## src/design/smi_ram.sv

```systemverilog
module smi_ram #(
  parameter int WIDTH = 32,
  parameter int DEPTH = 16
) (
  input  logic                     clk,
  input  logic                     we,
  input  logic [$clog2(DEPTH)-1:0] waddr,
  input  logic [WIDTH-1:0]         wdata,
  input  logic [$clog2(DEPTH)-1:0] raddr,
  output logic [WIDTH-1:0]         rdata
);

  logic [WIDTH-1:0] mem_r [DEPTH];
  logic [WIDTH-1:0] rdata_r;

  always_ff @(posedge clk) begin
    if (we) begin
      mem_r[waddr] <= wdata;
    end
    rdata_r <= mem_r[raddr];
  end

  assign rdata = rdata_r;

endmodule

```

## config.mk

```make
export PLATFORM = sky130hd
export DESIGN_NAME = smi_ram
export DESIGN_NICKNAME = d
export VERILOG_FILES = /design/src/design/smi_ram.sv
export SDC_FILE = /design/constraint.sdc
export NUM_CORES = 1
export LEC_CHECK = 0
export BUFFER_PORTS_ARGS = -buffer_cell sky130_fd_sc_hd__buf_2
export CORE_ASPECT_RATIO = 0.75
export CORE_MARGIN = 2
export CORE_UTILIZATION = 40
export DETAILED_ROUTE_END_ITERATION = 8
export PLACE_DENSITY_LB_ADDON = 0.12
export REMOVE_ABC_BUFFERS = 1
export SLEW_MARGIN = 20
export SYNTH_ARGS = -nofsm -noshare
export SYNTH_HDL_FRONTEND = slang
export SYNTH_SLANG_ARGS = --single-unit
export TNS_END_PERCENT = 20
```

## constraint.sdc

```tcl
create_clock -name clk -period 8.4 [get_ports clk]
set_input_delay 0.84 -clock clk [delete_from_list [all_inputs] [get_ports clk]]
set_output_delay 0.84 -clock clk [all_outputs]
set_load 0.02 [all_outputs]
```

==> results of run 1 <==
-- worst max path at each step --
stage,to,slack (ns),cells after the start
after floorplan,mem_r[0][0]$_DFFE_PP_,4.38,2
after global placement,rdata[18]$_DFF_P_,5.10,5
after detailed placement,rdata[9]$_DFF_P_,5.06,5
after CTS,rdata[9]$_DFF_P_,5.66,5
after global routing,rdata[9]$_DFF_P_,5.44,5
final,rdata[9]$_DFF_P_,5.72,5
-- where the power goes --
group | internal (uW) | switching [uW]
combinational | 107 | 172
sequential | 3030 | 18.5
clock | 1240 | 978
-- cells in the final DEF (no fill, tap or decap), types with 2 or more instances in the layout --
master      count
buf_4          24
mux4_2        128
nand3b_1        2
clkbuf_16      53
clkinv_2       15
buf_2          71
nor2_4         13
clkinvlp_4      3
nand2b_1        2
edfxtp_1      512
nor2b_4         2
clkbuf_1        8
bufinv_16       2
dfxtp_1        32
clkbuf_8        3
clkinv_1        7
nor3_2          4
a22oi_1        64
nand2_1        33
-- final cells by class --
cell class / instances / area share
antenna: 1 / 0.000110
clock buffer: 64 / 0.0615
clock inverter: 28 / 0.00848
multi-input combinational: 251 / 0.165
sequential: 544 / 0.705
tap: 648 / 0.0357
timing repair buffer: 97 / 0.0247
-- cells by family after synthesis --
group,count (synthesis),synth area share
DFF,544,0.807
muxes,128,0.145
AOI/OAI and AO/OA,64,0.0242
and+or+nand+nor,59,0.0127
buffers and inverters,43,0.0112
-- worst register-to-register path, delay by kind of cell, from the launching register on --
family / cells / cell delay, ns
simple gates: 1 / 0.10
mux: 1 / 0.47
compound gates: 1 / 0.25
flops: 1 / 0.36
-- sequential cells by signal, indices dropped and copies added (netlist names) --
signal,cells
mem_r,512
rdata,32
-- per-stage QoR --
stage,hold WS [ns],utilization,instances
after floorplan,0.635,-,795
after global placement,0.650,0.433,1540
after detailed placement,0.660,0.433,1540
after CTS,0.609,0.465,1632
after global routing,0.631,0.465,1632
final,0.638,0.465,1633
-- layer usage --
layer  share of wire  vias to the layer above  global-route usage
li1                -                     3795                   -
met1            0.46                     4824               0.256
met2            0.48                      204               0.280
met3           0.049                       60              0.0319
met4           0.015                        2              0.0358
met5         0.00025                        -                   0
==> impl_metrics.json, run 1 <==
{
  "grt_start_max_net_pins": 76,
  "outcome": "completed",
  "final.fill_count": 4073,
  "rsz0062_at_grt": "false",
  "wire_per_inst_um": 27.0,
  "io_pins": 74,
  "cap_violations": 0,
  "gp_congestion": 0.673,
  "max_freq_ghz": 0.374,
  "synth_area_leader_cell": "edfxtp_1",
  "post-route-period-util": 0.319,
  "die_x_um": 261,
  "ys.flop_type": "edfxtp_1",
  "clk_pin_slew_ns": 0.06,
  "synthDominantCellAreaShare": 0.774,
  "grtUsageTotal": 0.176,
  "synthDistinctLibCells": 18,
  "drt-initial-drc-count": 773,
  "crit_path_max_incr_delay_ns": 0.84,
  "hold_path_depth": 1,
  "grt_pass1_wl_mm": 64.3,
  "route.detailed.drc": 0,
  "htree_levels": 2,
  "initial_utilization": 0.406,
  "layout.nets": 988,
  "setup_viol": 0,
  "fin_tns_setup_ns": 0,
  "p_leak_uw": 0.00724,
  "dp_slack_ns": 5.06,
  "coreArea_um2": 48900,
  "required_ns": 8.84,
  "first_global_vias": 9254,
  "die_h_um": 197,
  "cts_buffer_depth": 3,
  "hold_buffers": 0,
  "arrival_ns": 3.12,
  "grt_overflow": 0,
  "critPathTopFamily": "buffers and inverters",
  "cts_buffers": 52,
  "ys_ff_latch": 544,
  "clock_latency_ns": 0.58,
  "seq_area_frac_synth": 0.807,
  "post_cts_resized": 0,
  "p_per_area_nw_per_um2": 244,
  "startpoint_type": "input port",
  "power_uw": 5550,
  "cp_num_buf_inv": 2,
  "ys_warn_count": 0,
  "synth.most_common_cell": "edfxtp_1",
  "clock_sinks": 544,
  "ir_worst_vdd_v": 0.000143,
  "r2r_setup_slack_ns": 7.09,
  "tightest_slew_ns": 0.975,
  "vias": 8885,
  "clock-skew-final_ns": 0.0171,
  "post-route-min-period_ns": 2.68,
  "holdPathEnd": "mem_r[4][5]$_DFFE_PP_",
  "dp_hpwl_mm": 21.3,
  "slew_viol_final": 0,
  "drt_wl_total_mm": 44.1,
  "relSlewSlack": 0.350,
  "syn_area_um2": 19900,
  "die-area_um2": 51500,
  "postLayoutCellArea_um2": 22700,
  "place_area_um2": 21100,
  "drive_gt1_frac": 0.328,
  "postCtsSetupBuffers": 0,
  "cp_max_fo": 47,
  "final-seq-area_um2": 16000,
  "multi_input_area_um2": 3750,
  "async_reset_ff_frac": 0,
  "root_buffer": "clkbuf_16",
  "critical_path_class": "in2reg",
  "antenna_found_initial": 3,
  "fp-row-count": 70,
  "avgSynthCellArea_um2": 23.7,
  "setup_ws_ns": 5.72,
  "r2r_start": "mem_r[3][9]$_DFFE_PP_",
  "synth_top_cells_by_count": "edfxtp_1, mux4_2, a22oi_1, nand2_1, dfxtp_1",
  "drtPass1Iterations": 5,
  "startpoint": "raddr[0]",
  "crit_path_cell_trace": "buf_8 > buf_4 > mux4_2 > a22oi_1 > nand2_1",
  "min_from": "wdata[5]",
  "synth.area.top_cells": "edfxtp_1, mux4_2, dfxtp_1, a22oi_1, nand2_1",
  "tritoncts": "done",
  "hold_viol_final": 0,
  "synthesis.instances": 838,
  "r2r_cells": 3,
  "via_per_inst": 5.44,
  "r2r-end": "rdata[9]$_DFF_P_",
  "drtAntennaViolNets": 0,
  "synth_edf_count": 512,
  "port_buffers": 73,
  "crit_slowest_cell": "buf_4",
  "area_growth_pct": 14.5,
  "critPathCaptureType": "flop",
  "hp-class": "in2reg"
}
No activity file was read; power rests on OpenSTA's default activity.
==> run 2: changes to the inputs <==
- clock period: 8.4 -> 2.6 ns (I/O delays scaled with it)
==> impl_metrics.json, run 2 (synthesis gave the netlist of run 1 again) <==
{
  "antenna_found_initial": 2,
  "wl_met3_mm": 2.45,
  "clock-skew-final_ns": 0.0184,
  "cp_max_fo": 1,
  "fp-row-count": 70,
  "wl_met2_mm": 19.5,
  "grt_start_max_net_pins": 33,
  "via_per_inst": 5.42,
  "cap_violations": 0,
  "top_register": "mem_r",
  "die_h_um": 197,
  "vias": 9001,
  "top_layer": "met4",
  "max_freq_ghz": 0.690,
  "p_per_area_nw_per_um2": 801,
  "grt_pass1_wl_mm": 65.4,
  "drive_gt1_frac": 0.346,
  "ir_worst_vdd_v": 0.000458,
  "coreArea_um2": 48900,
  "critPathCaptureType": "output pin",
  "startpoint": "rdata[21]$_DFF_P_",
  "largest_reg_flops": 512,
  "drtAntennaViolNets": 0,
  "post_cts_resized": 0,
  "slew_viol_final": 0,
  "min_from": "wdata[20]",
  "rsz0062_at_grt": "false",
  "place_area_um2": 21500,
  "io_pins": 74,
  "relSlewSlack": 0.550,
  "drtPass1Iterations": 7,
  "outcome": "completed",
  "post-route-min-period_ns": 1.45,
  "layout.nets": 1010,
  "hold_viol_final": 0,
  "wire_per_inst_um": 26.9,
  "r2r_start": "mem_r[3][13]$_DFFE_PP_",
  "final_common_cell": "edfxtp_1",
  "postCtsSetupBuffers": 0,
  "r2r_setup_slack_ns": 1.21,
  "p_leak_uw": 0.00750,
  "clk_pin_slew_ns": 0.06,
  "clock_sinks": 544,
  "crit_slowest_cell": "dfxtp_1",
  "dpl.cell_count": 1562,
  "final.fill_count": 4023,
  "r2r_cells": 3,
  "holdPathEnd": "mem_r[8][20]$_DFFE_PP_",
  "wl_met1_mm": 22.1,
  "drt_wl_total_mm": 44.7,
  "root_buffer": "clkbuf_16",
  "area_growth_pct": 17.2,
  "clock_latency_ns": 0.59,
  "dp_hpwl_mm": 24.1,
  "cts_buffer_depth": 3,
  "cts_buffers": 52,
  "hold_buffers": 0,
  "port_buffers": 73,
  "most-common-layout-cells": "edfxtp_1, mux4_2, buf_2",
  "drt-initial-drc-count": 846,
  "crit_path_cell_trace": "buf_2",
  "critPathTopFamily": "flip-flops",
  "dp_slack_ns": 0.659,
  "critical_path_class": "reg2out",
  "arrival_ns": 1.19,
  "tritoncts": "done",
  "first_global_vias": 9331,
  "setup_ws_ns": 1.15,
  "initial_utilization": 0.406,
  "grt_overflow": 0,
  "die_x_um": 261,
  "fin_cells": 1662,
  "tightest_slew_ns": 0.674,
  "hp-class": "in2reg",
  "hold_path_depth": 1,
  "die-area_um2": 51500,
  "setup_viol": 0,
  "startpoint_type": "flop",
  "required_ns": 2.34,
  "post-route-period-util": 0.557,
  "final_core_util": 0.476,
  "htree_levels": 2,
  "postLayoutCellArea_um2": 23300,
  "crit_path_max_incr_delay_ns": 0.41,
  "r2r-end": "rdata[13]$_DFF_P_",
  "route.detailed.drc": 0,
  "gp_congestion": 0.686,
  "grtUsageTotal": 0.178,
  "cp_num_buf_inv": 1
}
==> run 2: cell types whose count changed in the layout (fill, tap and decap cells not counted) <==
cell,previous run,this run
buf_12,0,16
buf_4,24,30
bufinv_16,2,8
clkinv_2,15,14
diode_2,1,2
clkinv_1,7,8
inv_6,1,2
clkinvlp_4,3,2
==> run 2: cell type report <==
class | count | area [um^2] | share of cell area
antenna | 2 | 5.00 | 0.000215
clock buffer | 64 | 1400 | 0.0600
clock inverter | 34 | 373 | 0.0160
multi-input combinational | 251 | 3750 | 0.161
sequential | 544 | 16000 | 0.688
tap | 648 | 811 | 0.0348
timing repair buffer | 119 | 927 | 0.0398
==> run 2: worst max-delay path by stage <==
stage,endpoint,cells after the start
2_1_floorplan,mem_r[0][0]$_DFFE_PP_,2
3_3_place_gp,mem_r[0][26]$_DFFE_PP_,4
3_5_place_dp,mem_r[0][2]$_DFFE_PP_,4
4_1_cts,rdata[21],1
5_1_grt,rdata[21],1
6_report,rdata[21],1
==> run 2: power by group <==
group | switching, uW | internal [uW]
clock network | 3210 | 4620
logic | 573 | 385
registers | 61.2 | 9800
==> run 2: through the flow <==
| stage | TNS (ns) | hold slack, ns | total power, uW |
|---|---|---|---|
| floorplan | -76.14 | 0.359 | 10500 |
| global placement | 0 | 0.649 | 11000 |
| detailed placement | 0 | 0.648 | 11000 |
| CTS | 0 | 0.0127 | 18900 |
| global route | 0 | 0.0265 | 19300 |
| finish | 0 | 0.0377 | 18600 |
==> run 2: metal layers <==
metal	GRT usage	vias up
met5	0	-
met4	0.0423	0
met3	0.0322	52
met2	0.253	241
met1	0.285	4868
li1	-	3840
==> run 2: worst reg2reg max path, stage by stage, from the launching register on <==
cell,delay (ns)
edfxtp_1,0.36
mux4_2,0.47
a22oi_1,0.32
nand2_1,0.12
==> run 3: changes to the inputs <==
- ABC_AREA: not set -> 1
- clock period: 2.6 -> 1.17 ns (I/O delays scaled with it)
==> impl_metrics.json, run 3 <==
{
  "outcome": "finished, violations left",
  "failed_checks": "setup timing",
  "drtAntennaViolNets": 0,
  "p_int_uw": 32900,
  "drt_wl_total_mm": 58.5,
  "cp_max_fo": 1,
  "layout.nets": 2325,
  "drive_gt1_frac": 0.130,
  "rsz0062_at_grt": "true",
  "p_leak_uw": 0.0115,
  "dp_hpwl_mm": 35.3,
  "post-route-period-util": 1.04,
  "route.detailed.drc": 0,
  "startpoint_type": "flop",
  "top_register": "mem_r",
  "ys.flop_type": "edfxtp_1",
  "antenna_found_initial": 0,
  "initial_utilization": 0.406,
  "setup_ws_ns": -0.0491,
  "hp-class": "in2reg",
  "p_sw_frac": 0.226,
  "synth.area.top_cells": "edfxtp_1, nand2_1, nand3_1, inv_1, dfxtp_1",
  "hold_viol_final": 0,
  "wire_per_inst_um": 19.1,
  "postLayoutCellArea_um2": 27300,
  "critPathTopFamily": "flip-flops",
  "required_ns": 1.05,
  "cts_buffer_depth": 3,
  "io_pins": 74,
  "synthDistinctLibCells": 15,
  "setup_viol": 9,
  "clock-skew-final_ns": 0.00968,
  "max_freq_ghz": 0.820,
  "ys_ff_latch": 544,
  "htree_levels": 2,
  "vias": 14888,
  "final_common_cell": "nand2_1",
  "area_growth_pct": 19.9,
  "drt-initial-drc-count": 1177,
  "ir_worst_vdd_v": 0.00115,
  "combPwrFrac": 0.075,
  "grt_pass1_wl_mm": 89.5,
  "die_x_um": 279,
  "crit_path_cell_trace": "buf_6",
  "holdWs_ns": 0.0396,
  "dpl.cell_count": 2924,
  "clock_sinks": 544,
  "clk_pin_slew_ns": 0.06,
  "post-route-min-period_ns": 1.22,
  "die-area_um2": 58800,
  "final.fill_count": 5063,
  "synth_top_cells_by_count": "nand2_1, edfxtp_1, inv_1, nand3_1, buf_2",
  "syn_area_um2": 22700,
  "via_per_inst": 4.87,
  "avgSynthCellArea_um2": 10.7,
  "tightest_slew_ns": 0.398,
  "cap_violations": 0,
  "critical_path_class": "reg2out",
  "clock_latency_ns": 0.61,
  "ys_warn_count": 0,
  "cp_num_buf_inv": 1,
  "final_core_util": 0.486,
  "tritoncts": "done",
  "async_reset_ff_frac": 0,
  "synth_edf_count": 512,
  "root_buffer": "clkbuf_16",
  "port_buffers": 73,
  "relSlewSlack": 0.735,
  "synthDominantCellAreaShare": 0.676,
  "fin_cells": 3056,
  "synth.most_common_cell": "nand2_1",
  "r2r_setup_slack_ns": 0.12,
  "cts_buffers": 56,
  "grt_overflow": 0,
  "place_area_um2": 25000,
  "die_h_um": 210,
  "pwr-share-seq": 0.517,
  "most-common-layout-cells": "nand2_1, edfxtp_1, inv_1",
  "coreArea_um2": 56000,
  "arrival_ns": 1.10,
  "largest_reg_flops": 512,
  "p_sw_uw": 9620,
  "slew_viol_final": 0,
  "seq_area_frac_synth": 0.705,
  "grtUsageTotal": 0.202,
  "diodes": 0,
  "critPathCaptureType": "output pin",
  "drtPass1Iterations": 5,
  "p_per_area_nw_per_um2": 1560,
  "fp-row-count": 75,
  "crit_path_max_incr_delay_ns": 0.36,
  "gp_congestion": 0.815,
  "synthesis.instances": 2120,
  "clkPwrFrac": 0.407,
  "crit_slowest_cell": "dfxtp_4",
  "synth_area_leader_cell": "edfxtp_1",
  "first_global_vias": 14557,
  "grt_start_max_net_pins": 56
}
run 3: changes by cell type after synthesis, sizes merged, moves of 3 or more:
| cell | before | now |
|---|---|---|
| inv | 0 | 390 |
| nand3 | 1 | 385 |
| a22oi | 64 | 0 |
| nand2 | 33 | 677 |
| mux4 | 128 | 0 |
| clkbuf | 17 | 14 |
| nor3 | 4 | 0 |
| nor2 | 13 | 17 |
| buf | 26 | 91 |
run 3: cell families (layout without fill, tap and decap cells):
family,after synthesis,count (layout),share of synthesized area
buffers and inverters,495,700,0.0954
AND/OR/NAND/NOR,1081,1081,0.200
flip-flops,544,544,0.705
run 3: worst paths after layout:
| kind | start | to | cells after the start |
|---|---|---|---|
| setup / recovery | rdata[31]$_DFF_P_ | rdata[31] | 1 |
| hold / removal | raddr[3] | rdata[7]$_DFF_P_ | 4 |
| setup reg to reg | mem_r[4][18]$_DFFE_PP_ | rdata[18]$_DFF_P_ | 6 |
| hold reg to reg | mem_r[10][15]$_DFFE_PP_ | rdata[15]$_DFF_P_ | 6 |
run 3: metal layers:
metal,track usage,up-vias,routed length [um],part of all wire
li1,-,7170,-,-
met1,0.296,7221,28100,0.48
met2,0.315,402,26300,0.45
met3,0.0309,95,2960,0.051
met4,0.0528,0,1210,0.021
met5,0,-,0,0
run 3: through the flow:
stage	setup TNS [ns]	setup slack [ns]	total power [uW]
2_1_floorplan	-510.78	-1.29	23600
3_3_place_gp	-55.46	-0.184	25300
3_5_place_dp	-54.94	-0.169	25300
4_1_cts	-1.22	-0.0914	42900
5_1_grt	-1.28	-0.0819	44100
6_report	-0.258	-0.0491	42500
run 3: what timing repair did:
action / 4_1_cts / 5_1_grt
endpoints found under the setup margin: 32 / 32
hold endpoints to repair: 512 / 0
resized for setup: 99 / 0
hold buffers: 32 / 0
gates cloned: 0 / 0
buffers inserted: 0 / 0
run 3: area by class of cell:
cell class | count | area, um^2 | area share
clock buffers | 83 | 1570 | 0.0578
clock inverters | 17 | 158 | 0.00579
inverters | 390 | 1470 | 0.0541
multi-input cells | 1081 | 4670 | 0.171
flip-flops and latches | 544 | 16100 | 0.589
well taps | 731 | 915 | 0.0336
repair buffers | 210 | 2400 | 0.0881
run 3: power by group through the flow:
stage	combinational, uW	clock, uW	sequential, uW
global route	3520	18500	22000
floorplan	1140	0	22500
global placement	3000	0	22300
CTS	3250	17700	22000
finish	3200	17300	22000
detailed placement	3010	0	22300
run 3: worst register-to-register path, cell delays in order, from the launching register on:
cell	delay [ns]
edfxtp_1	0.45
inv_1	0.09
nand2_1	0.07
nand3_1	0.08
nand3_1	0.07
nand3_1	0.08
nand2_1	0.09
