**src/design/smi_pkg.sv**
```systemverilog
package smi_pkg;

  localparam int DATA_W      = 32;
  localparam int MAX_ORDER   = 4;
  localparam int ORDER_W     = 3;
  localparam int STORE_DEPTH = MAX_ORDER * MAX_ORDER;
  localparam int ADDR_W      = 4;
  localparam int CNT_W       = 5;
  localparam int PROD_W      = 128;
  localparam int ACC_W       = 132;
  localparam int QUO_W       = 34;
  localparam int PERM_IDX_W  = 5;
  localparam int LAST_PERM   = 23;
  localparam int DIV_LAST    = 32;
  localparam int STEP_W      = 6;
  localparam int CFG_ADDR_W  = 3;

  localparam logic [CFG_ADDR_W-1:0] CFG_ORDER_ADDR = 3'd0;
  localparam logic [ORDER_W-1:0]    ORDER_RESET    = 3'd4;

  typedef enum logic [3:0] {
    OP_NONE,
    OP_ACC_CLR,
    OP_PROD_INIT,
    OP_ELEM,
    OP_MUL,
    OP_ACC_ADD,
    OP_DET_TAKE,
    OP_DIV_INIT,
    OP_DIV_STEP,
    OP_ROUND,
    OP_OUT_RES,
    OP_OUT_SING
  } dp_op_t;

  typedef struct packed {
    dp_op_t     op;
    logic [1:0] limb;
    logic       odd;
    logic       first;
    logic       last;
  } dp_cmd_t;

  typedef struct packed {
    logic acc_zero;
    logic out_free;
  } dp_status_t;

  function automatic logic [ORDER_W-1:0] order_clamp(input logic [ORDER_W-1:0] ord);
    logic [ORDER_W-1:0] n;
    n = ord;
    if (ord == 3'd0) n = 3'd1;
    if (ord > ORDER_W'(MAX_ORDER)) n = ORDER_W'(MAX_ORDER);
    return n;
  endfunction

  // {odd parity, p3, p2, p1, p0}: permutations of four in lexicographic order
  function automatic logic [8:0] perm_entry(input logic [PERM_IDX_W-1:0] idx);
    logic [8:0] e;
    case (idx)
      5'd0:    e = {1'b0, 2'd3, 2'd2, 2'd1, 2'd0};
      5'd1:    e = {1'b1, 2'd2, 2'd3, 2'd1, 2'd0};
      5'd2:    e = {1'b1, 2'd3, 2'd1, 2'd2, 2'd0};
      5'd3:    e = {1'b0, 2'd1, 2'd3, 2'd2, 2'd0};
      5'd4:    e = {1'b0, 2'd2, 2'd1, 2'd3, 2'd0};
      5'd5:    e = {1'b1, 2'd1, 2'd2, 2'd3, 2'd0};
      5'd6:    e = {1'b1, 2'd3, 2'd2, 2'd0, 2'd1};
      5'd7:    e = {1'b0, 2'd2, 2'd3, 2'd0, 2'd1};
      5'd8:    e = {1'b0, 2'd3, 2'd0, 2'd2, 2'd1};
      5'd9:    e = {1'b1, 2'd0, 2'd3, 2'd2, 2'd1};
      5'd10:   e = {1'b1, 2'd2, 2'd0, 2'd3, 2'd1};
      5'd11:   e = {1'b0, 2'd0, 2'd2, 2'd3, 2'd1};
      5'd12:   e = {1'b0, 2'd3, 2'd1, 2'd0, 2'd2};
      5'd13:   e = {1'b1, 2'd1, 2'd3, 2'd0, 2'd2};
      5'd14:   e = {1'b1, 2'd3, 2'd0, 2'd1, 2'd2};
      5'd15:   e = {1'b0, 2'd0, 2'd3, 2'd1, 2'd2};
      5'd16:   e = {1'b0, 2'd1, 2'd0, 2'd3, 2'd2};
      5'd17:   e = {1'b1, 2'd0, 2'd1, 2'd3, 2'd2};
      5'd18:   e = {1'b1, 2'd2, 2'd1, 2'd0, 2'd3};
      5'd19:   e = {1'b0, 2'd1, 2'd2, 2'd0, 2'd3};
      5'd20:   e = {1'b0, 2'd2, 2'd0, 2'd1, 2'd3};
      5'd21:   e = {1'b1, 2'd0, 2'd2, 2'd1, 2'd3};
      5'd22:   e = {1'b1, 2'd1, 2'd0, 2'd2, 2'd3};
      5'd23:   e = {1'b0, 2'd0, 2'd1, 2'd2, 2'd3};
      default: e = {1'b0, 2'd3, 2'd2, 2'd1, 2'd0};
    endcase
    return e;
  endfunction

endpackage

```
**src/design/smi_ctrl.sv**
```systemverilog
module smi_ctrl (
  input  logic                       clk,
  input  logic                       rst_n,
  input  logic [smi_pkg::ORDER_W-1:0] cfg_order,
  input  logic                       in_tvalid,
  output logic                       in_tready,
  output logic                       ram_we,
  output logic [smi_pkg::ADDR_W-1:0] ram_waddr,
  output logic [smi_pkg::ADDR_W-1:0] ram_raddr,
  output smi_pkg::dp_cmd_t           cmd,
  input  smi_pkg::dp_status_t        status
);
  import smi_pkg::*;

  typedef enum logic [3:0] {
    S_LOAD, S_MSTART, S_PERM, S_FACT, S_WAIT, S_MUL, S_ADD,
    S_MDONE, S_DIV, S_ROUND, S_EMIT, S_SING
  } state_t;

  state_t                 state_r, state_nxt;
  logic [CNT_W-1:0]       cnt_r, cnt_nxt;
  logic [ORDER_W-1:0]     n_r, n_nxt;
  logic [ORDER_W-1:0]     m_r, m_nxt;
  logic                   det_mode_r, det_mode_nxt;
  logic [ORDER_W-1:0]     skip_row_r, skip_row_nxt;
  logic [ORDER_W-1:0]     skip_col_r, skip_col_nxt;
  logic [PERM_IDX_W-1:0]  perm_r, perm_nxt;
  logic [ORDER_W-1:0]     p_r, p_nxt;
  logic [1:0]             limb_r, limb_nxt;
  logic [STEP_W-1:0]      step_r, step_nxt;
  logic [1:0]             i_r, i_nxt;
  logic [1:0]             j_r, j_nxt;

  logic [ORDER_W-1:0]     order_n;
  logic [5:0]             total_w;
  logic [CNT_W-1:0]       total;
  logic [CNT_W-1:0]       cnt_inc;
  logic [8:0]             pe;
  logic [1:0]             perm_col;
  logic                   tail_ok;
  logic [ORDER_W-1:0]     row_sel;
  logic [ORDER_W-1:0]     col_sel;
  logic [5:0]             row_base;
  logic [ORDER_W-1:0]     n_less;
  logic                   i_end;
  logic                   j_end;

  always_comb begin
    order_n  = order_clamp(cfg_order);
    total_w  = order_n * order_n;
    total    = total_w[CNT_W-1:0];
    cnt_inc  = (cnt_r < CNT_W'(STORE_DEPTH)) ? cnt_r + 1'b1 : cnt_r;
    pe       = perm_entry(perm_r);
    perm_col = pe[{p_r[1:0], 1'b0} +: 2];
    tail_ok  = 1'b1;
    for (int q = 0; q < MAX_ORDER; q++) begin
      if ((ORDER_W'(q) >= m_r) && (pe[2*q +: 2] != 2'(q))) tail_ok = 1'b0;
    end
    row_sel   = (p_r < skip_row_r) ? p_r : p_r + 1'b1;
    col_sel   = ({1'b0, perm_col} < skip_col_r) ? {1'b0, perm_col} : {1'b0, perm_col} + 1'b1;
    row_base  = row_sel * n_r;
    ram_raddr = row_base[ADDR_W-1:0] + ADDR_W'(col_sel);
    ram_waddr = cnt_r[ADDR_W-1:0];
    n_less    = n_r - 1'b1;
    i_end     = ({1'b0, i_r} == n_less);
    j_end     = ({1'b0, j_r} == n_less);
  end

  always_comb begin
    state_nxt    = state_r;
    cnt_nxt      = cnt_r;
    n_nxt        = n_r;
    m_nxt        = m_r;
    det_mode_nxt = det_mode_r;
    skip_row_nxt = skip_row_r;
    skip_col_nxt = skip_col_r;
    perm_nxt     = perm_r;
    p_nxt        = p_r;
    limb_nxt     = limb_r;
    step_nxt     = step_r;
    i_nxt        = i_r;
    j_nxt        = j_r;
    in_tready    = 1'b0;
    ram_we       = 1'b0;
    cmd          = '{op: OP_NONE, limb: limb_r, odd: 1'b0, first: 1'b0, last: 1'b0};

    case (state_r)
      S_LOAD: begin
        in_tready = 1'b1;
        if (in_tvalid) begin
          ram_we = 1'b1;
          if (cnt_inc >= total) begin
            cnt_nxt      = '0;
            n_nxt        = order_n;
            m_nxt        = order_n;
            det_mode_nxt = 1'b1;
            skip_row_nxt = ORDER_W'(MAX_ORDER);
            skip_col_nxt = ORDER_W'(MAX_ORDER);
            state_nxt    = S_MSTART;
          end else begin
            cnt_nxt = cnt_inc;
          end
        end
      end
      S_MSTART: begin
        cmd.op    = OP_ACC_CLR;
        perm_nxt  = '0;
        state_nxt = S_PERM;
      end
      S_PERM: begin
        if (tail_ok) begin
          cmd.op    = OP_PROD_INIT;
          cmd.odd   = pe[8];
          p_nxt     = '0;
          state_nxt = S_FACT;
        end else if (perm_r == PERM_IDX_W'(LAST_PERM)) begin
          state_nxt = S_MDONE;
        end else begin
          perm_nxt = perm_r + 1'b1;
        end
      end
      S_FACT: begin
        state_nxt = (p_r == m_r) ? S_ADD : S_WAIT;
      end
      S_WAIT: begin
        cmd.op    = OP_ELEM;
        limb_nxt  = '0;
        state_nxt = S_MUL;
      end
      S_MUL: begin
        cmd.op   = OP_MUL;
        cmd.last = (limb_r == 2'd3);
        if (limb_r == 2'd3) begin
          p_nxt     = p_r + 1'b1;
          state_nxt = S_FACT;
        end else begin
          limb_nxt = limb_r + 1'b1;
        end
      end
      S_ADD: begin
        cmd.op = OP_ACC_ADD;
        if (perm_r == PERM_IDX_W'(LAST_PERM)) begin
          state_nxt = S_MDONE;
        end else begin
          perm_nxt  = perm_r + 1'b1;
          state_nxt = S_PERM;
        end
      end
      S_MDONE: begin
        if (det_mode_r) begin
          if (status.acc_zero) begin
            state_nxt = S_SING;
          end else begin
            cmd.op       = OP_DET_TAKE;
            det_mode_nxt = 1'b0;
            i_nxt        = '0;
            j_nxt        = '0;
            skip_row_nxt = '0;
            skip_col_nxt = '0;
            m_nxt        = n_r - 1'b1;
            state_nxt    = S_MSTART;
          end
        end else begin
          cmd.op    = OP_DIV_INIT;
          cmd.odd   = i_r[0] ^ j_r[0];
          step_nxt  = '0;
          state_nxt = S_DIV;
        end
      end
      S_DIV: begin
        cmd.op    = OP_DIV_STEP;
        cmd.first = (step_r == '0);
        if (step_r == STEP_W'(DIV_LAST)) begin
          state_nxt = S_ROUND;
        end else begin
          step_nxt = step_r + 1'b1;
        end
      end
      S_ROUND: begin
        cmd.op    = OP_ROUND;
        state_nxt = S_EMIT;
      end
      S_EMIT: begin
        if (status.out_free) begin
          cmd.op   = OP_OUT_RES;
          cmd.last = i_end && j_end;
          if (i_end && j_end) begin
            state_nxt = S_LOAD;
          end else if (j_end) begin
            j_nxt        = '0;
            i_nxt        = i_r + 1'b1;
            skip_row_nxt = '0;
            skip_col_nxt = ORDER_W'(i_r) + 1'b1;
            state_nxt    = S_MSTART;
          end else begin
            j_nxt        = j_r + 1'b1;
            skip_row_nxt = ORDER_W'(j_r) + 1'b1;
            skip_col_nxt = ORDER_W'(i_r);
            state_nxt    = S_MSTART;
          end
        end
      end
      S_SING: begin
        if (status.out_free) begin
          cmd.op    = OP_OUT_SING;
          state_nxt = S_LOAD;
        end
      end
      default: begin
        state_nxt = S_LOAD;
      end
    endcase
  end

  always_ff @(posedge clk) begin
    if (!rst_n) begin
      state_r    <= S_LOAD;
      cnt_r      <= '0;
      n_r        <= ORDER_RESET;
      m_r        <= ORDER_RESET;
      det_mode_r <= 1'b0;
      skip_row_r <= '0;
      skip_col_r <= '0;
      perm_r     <= '0;
      p_r        <= '0;
      limb_r     <= '0;
      step_r     <= '0;
      i_r        <= '0;
      j_r        <= '0;
    end else begin
      state_r    <= state_nxt;
      cnt_r      <= cnt_nxt;
      n_r        <= n_nxt;
      m_r        <= m_nxt;
      det_mode_r <= det_mode_nxt;
      skip_row_r <= skip_row_nxt;
      skip_col_r <= skip_col_nxt;
      perm_r     <= perm_nxt;
      p_r        <= p_nxt;
      limb_r     <= limb_nxt;
      step_r     <= step_nxt;
      i_r        <= i_nxt;
      j_r        <= j_nxt;
    end
  end

endmodule

```
**config.mk**
```make
export PLATFORM = sky130hd
export DESIGN_NAME = smi_ctrl
export DESIGN_NICKNAME = d
export VERILOG_FILES = /design/src/design/smi_pkg.sv /design/src/design/smi_ctrl.sv
export SDC_FILE = /design/constraint.sdc
export NUM_CORES = 1
export LEC_CHECK = 0
export ABC_AREA = 0
export CAP_MARGIN = 5
export CELL_PAD_IN_SITES_DETAIL_PLACEMENT = 0
export CELL_PAD_IN_SITES_GLOBAL_PLACEMENT = 2
export CORE_AREA = 2 2 98 100
export CTS_BUF_LIST = sky130_fd_sc_hd__clkbuf_8
export DETAILED_ROUTE_END_ITERATION = 16
export DIE_AREA = 0 0 100 102
export DONT_BUFFER_PORTS = 1
export PLACE_DENSITY = 0.95
export SLEW_MARGIN = 20
export SYNTH_ARGS = -nofsm -noshare
export SYNTH_HDL_FRONTEND = slang
export SYNTH_SLANG_ARGS = --single-unit
```
**constraint.sdc**
```tcl
create_clock -name clk -period 13.5 [get_ports clk]
set_clock_uncertainty 0.05 [all_clocks]
set_input_delay 2.7 -clock clk [delete_from_list [all_inputs] [get_ports clk]]
set_output_delay 2.7 -clock clk [all_outputs]
set_load 0.05 [all_outputs]
```
==> flow_metrics.tcl <==
set metrics [dict create \
    synth_area_leaders "dfxtp_1 (27%), ha_1 (11%), nand2_1 (4.9%), a21oi_1 (4.6%), inv_1 (3.5%)" \
    critPathCaptureType "output port" \
    cts-root-buf "clkbuf_8" \
    port_buffers 0 \
    slowest_delay_ns 0.86 \
    crit_slowest_cell "xnor2_1" \
    cts_hold_buf 0 \
    worstSetupPathType "flop to output port" \
    met1Wirelength_um 4470 \
    r2r_slack_ns 9.70 \
    ant_nets 0 \
    track_usage_pct 19.3 \
    fp.coreArea_sq_mm 0.00911 \
    drcViolationCount 0 \
    gp_congestion 0.834 \
    cp_common_cell "xnor2_1" \
    fp.dieArea_sq_mm 0.0102 \
    finalHoldViolCount 0 \
    antenna_found_initial 0 \
    critPathArrivalTime_ns 4.70 \
    highest_layer "met4" \
    drive_above_1_share_pct 6.26 \
    syn_avg_cell_area_sq_um 8.01 \
    timing.final.setup_violations 0 \
    tightest_slew_ns 1.09 \
    synth_common_cells "dfxtp_1 (51), nand2_1 (50), a21oi_1 (35), inv_1 (35), nor2_1 (34)" \
    crit_fanout 7 \
    chipWidth_um 100 \
    yosys.area.top_type "dfxtp_1" \
    cts_buffers 5 \
    hpwl_um 7050 \
    insertion_delay_ns 0.33 \
    synthFlopType "dfxtp_1" \
    p_total_uw 547 \
    wl_met3_um 239 \
    crit_chain "ha_1 > a21o_1 > a21o_1 > xor2_1 > nand2_1 > fa_1 > inv_1 > fa_1 > inv_1 > fa_1 > xnor2_1 > xnor2_1 > xnor2_1 > xnor2_1" \
    synth_edf_count 0 \
    r2r.worst_path.cells 11 \
    syn_inst 475 \
    ys_types 71 \
    routed-via-count 3274 \
    grt_overflow 0 \
    syn_nets 518 \
    detail_route.wl_per_cell_um 16.3 \
    postLayoutCoreUtil_pct 43.6 \
    area_growth_pct 4.44 \
    cp-start-kind "flop" \
    min_path_type "flop to flop" \
    p_leak_uw 0.00158 \
    rsz0062_at_grt "false" \
    status "finished clean" \
    dr.pass1.iters 4 \
    clock_sinks 51 \
    netlist_area_sq_mm 0.00380 \
    cts_resized 0 \
    slew_headroom_pct 27.1 \
    powerDensity_mw_per_mm2 138 \
    ys_ff_latch 51 \
    start_util_pct 41.8 \
    synthArstFlopShare_pct 0 \
    ys_warn_count 0 \
    cap_violations 0 \
    fp-row-count 35 \
    die_height_um 102 \
    fmax_ghz 0.134 \
    yosysSeqAreaShare_pct 26.8 \
    peakVddDrop_v 0.0000586 \
    grt_max_degree 26 \
    antenna_cells 0 \
    hold-path-cell-count 2 \
    clockBufferDepth 2 \
    fin_tns_setup_ns 0 \
    synth_most_common_cell "dfxtp_1" \
    cts.clk_slew.worst_paths_ns 0.10 \
    report.final.slew_viol_count 0 \
    grt_pass1_vias 3244 \
    vias_per_cell 5.70 \
    finalCriticalPeriod_ns 7.45 \
    worstPathRequired_ns 10.75 \
    route.met2.wl_um 4530 \
    ios 27 \
    fin_nets 505 \
    htreeDepth 2 \
    yosysTopAreaCellShare_pct 26.8 \
    dr.first_iter.drc_count 162 \
    cts_tree "built" \
    fin_crit_sh_pct 55.2 \
    routed_wl_um 9370 \
    grt_pass1_wl_um 16000 \
    post_cts_buffers 0 \
]
critical path, delay by kind of cell (launching register included):
family	cells	cell delay, ns
fa+ha+maj	4	1.80
compound gates	2	0.37
flops	1	0.50
simple gates	1	0.11
buf+inv	2	0.12
xor+xnor	5	1.49
layout by cell type, fill, tap and decap left out, drive strengths merged, types with 7 or more instances in the layout:
cell type	instances
nand2	50
o21ai	21
dfxtp	51
nor2	35
xor2	10
nand3	19
a21oi	35
and2	8
nor3	15
nand2b	9
mux2i	12
a311oi	7
ha	32
a211oi	7
xnor2	15
inv	38
worst paths after layout:
check / start / endpoint
max: p_r[1]$_SDFFE_PN0P_ / ram_raddr[3]
min: skip_row_r[1]$_SDFFE_PN0P_ / skip_row_r[1]$_SDFFE_PN0P_
max reg2reg: state_r[1]$_SDFFE_PN0P_ / pe[6]$_DFF_P_
min reg2reg: skip_row_r[1]$_SDFFE_PN0P_ / skip_row_r[1]$_SDFFE_PN0P_
registers in the layout (all words and copies together) (netlist names):
| register | cells |
|---|---|
| cnt_r | 5 |
| det_mode_r | 1 |
| i_r | 2 |
| j_r | 2 |
| limb_r | 2 |
| m_r | 3 |
| n_r | 3 |
| p_r | 3 |
| pe | 9 |
| perm_r | 5 |
| skip_col_r | 3 |
| skip_row_r | 3 |
| state_r | 4 |
| step_r | 6 |
routing by layer:
metal / up-vias / GRT usage (%)
li1: 1664 / -
met1: 1547 / 25.8
met2: 53 / 33.2
met3: 10 / 2.53
met4: 0 / 5.06
met5: - / 0
kinds of logic after synthesis:
kind of cell / synth area share (%)
AND/OR/NAND/NOR: 22.1
multiplexers: 5.52
AO/OA/AOI/OAI: 21.2
XOR/XNOR: 5.75
adder cells (fa/ha/maj): 12.1
buffers and inverters: 6.38
flip-flops: 26.8
other: 0.0986
power by group:
group	internal [uW]	switching, uW	total, uW
clock	55.9	55.7	112
sequential	167	31.5	198
combinational	76.9	161	237
area by class of cell:
| cell class | instances | area [sq um] |
|---|---|---|
| Clock buffer | 5 | 68.8 |
| Inverter | 37 | 139 |
| Fill cell | 958 | 5130 |
| Sequential cell | 51 | 1020 |
| Tap cell | 111 | 139 |
| Clock inverter | 3 | 46.3 |
| Multi-Input combinational cell | 366 | 2550 |
| Timing Repair Buffer | 1 | 7.51 |
per-stage QoR:
stage | setup slack [ns] | instances | cell area, sq um | hold WS [ns]
floorplan | 6.63 | 475 | 3800 | 0.380
global placement | 6.50 | 566 | 3860 | 0.394
detailed placement | 6.37 | 566 | 3860 | 0.401
CTS | 6.03 | 574 | 3970 | 0.418
global route | 5.85 | 574 | 3970 | 0.446
finish | 6.05 | 574 | 3970 | 0.416
(Power assumes the default switching activity.)
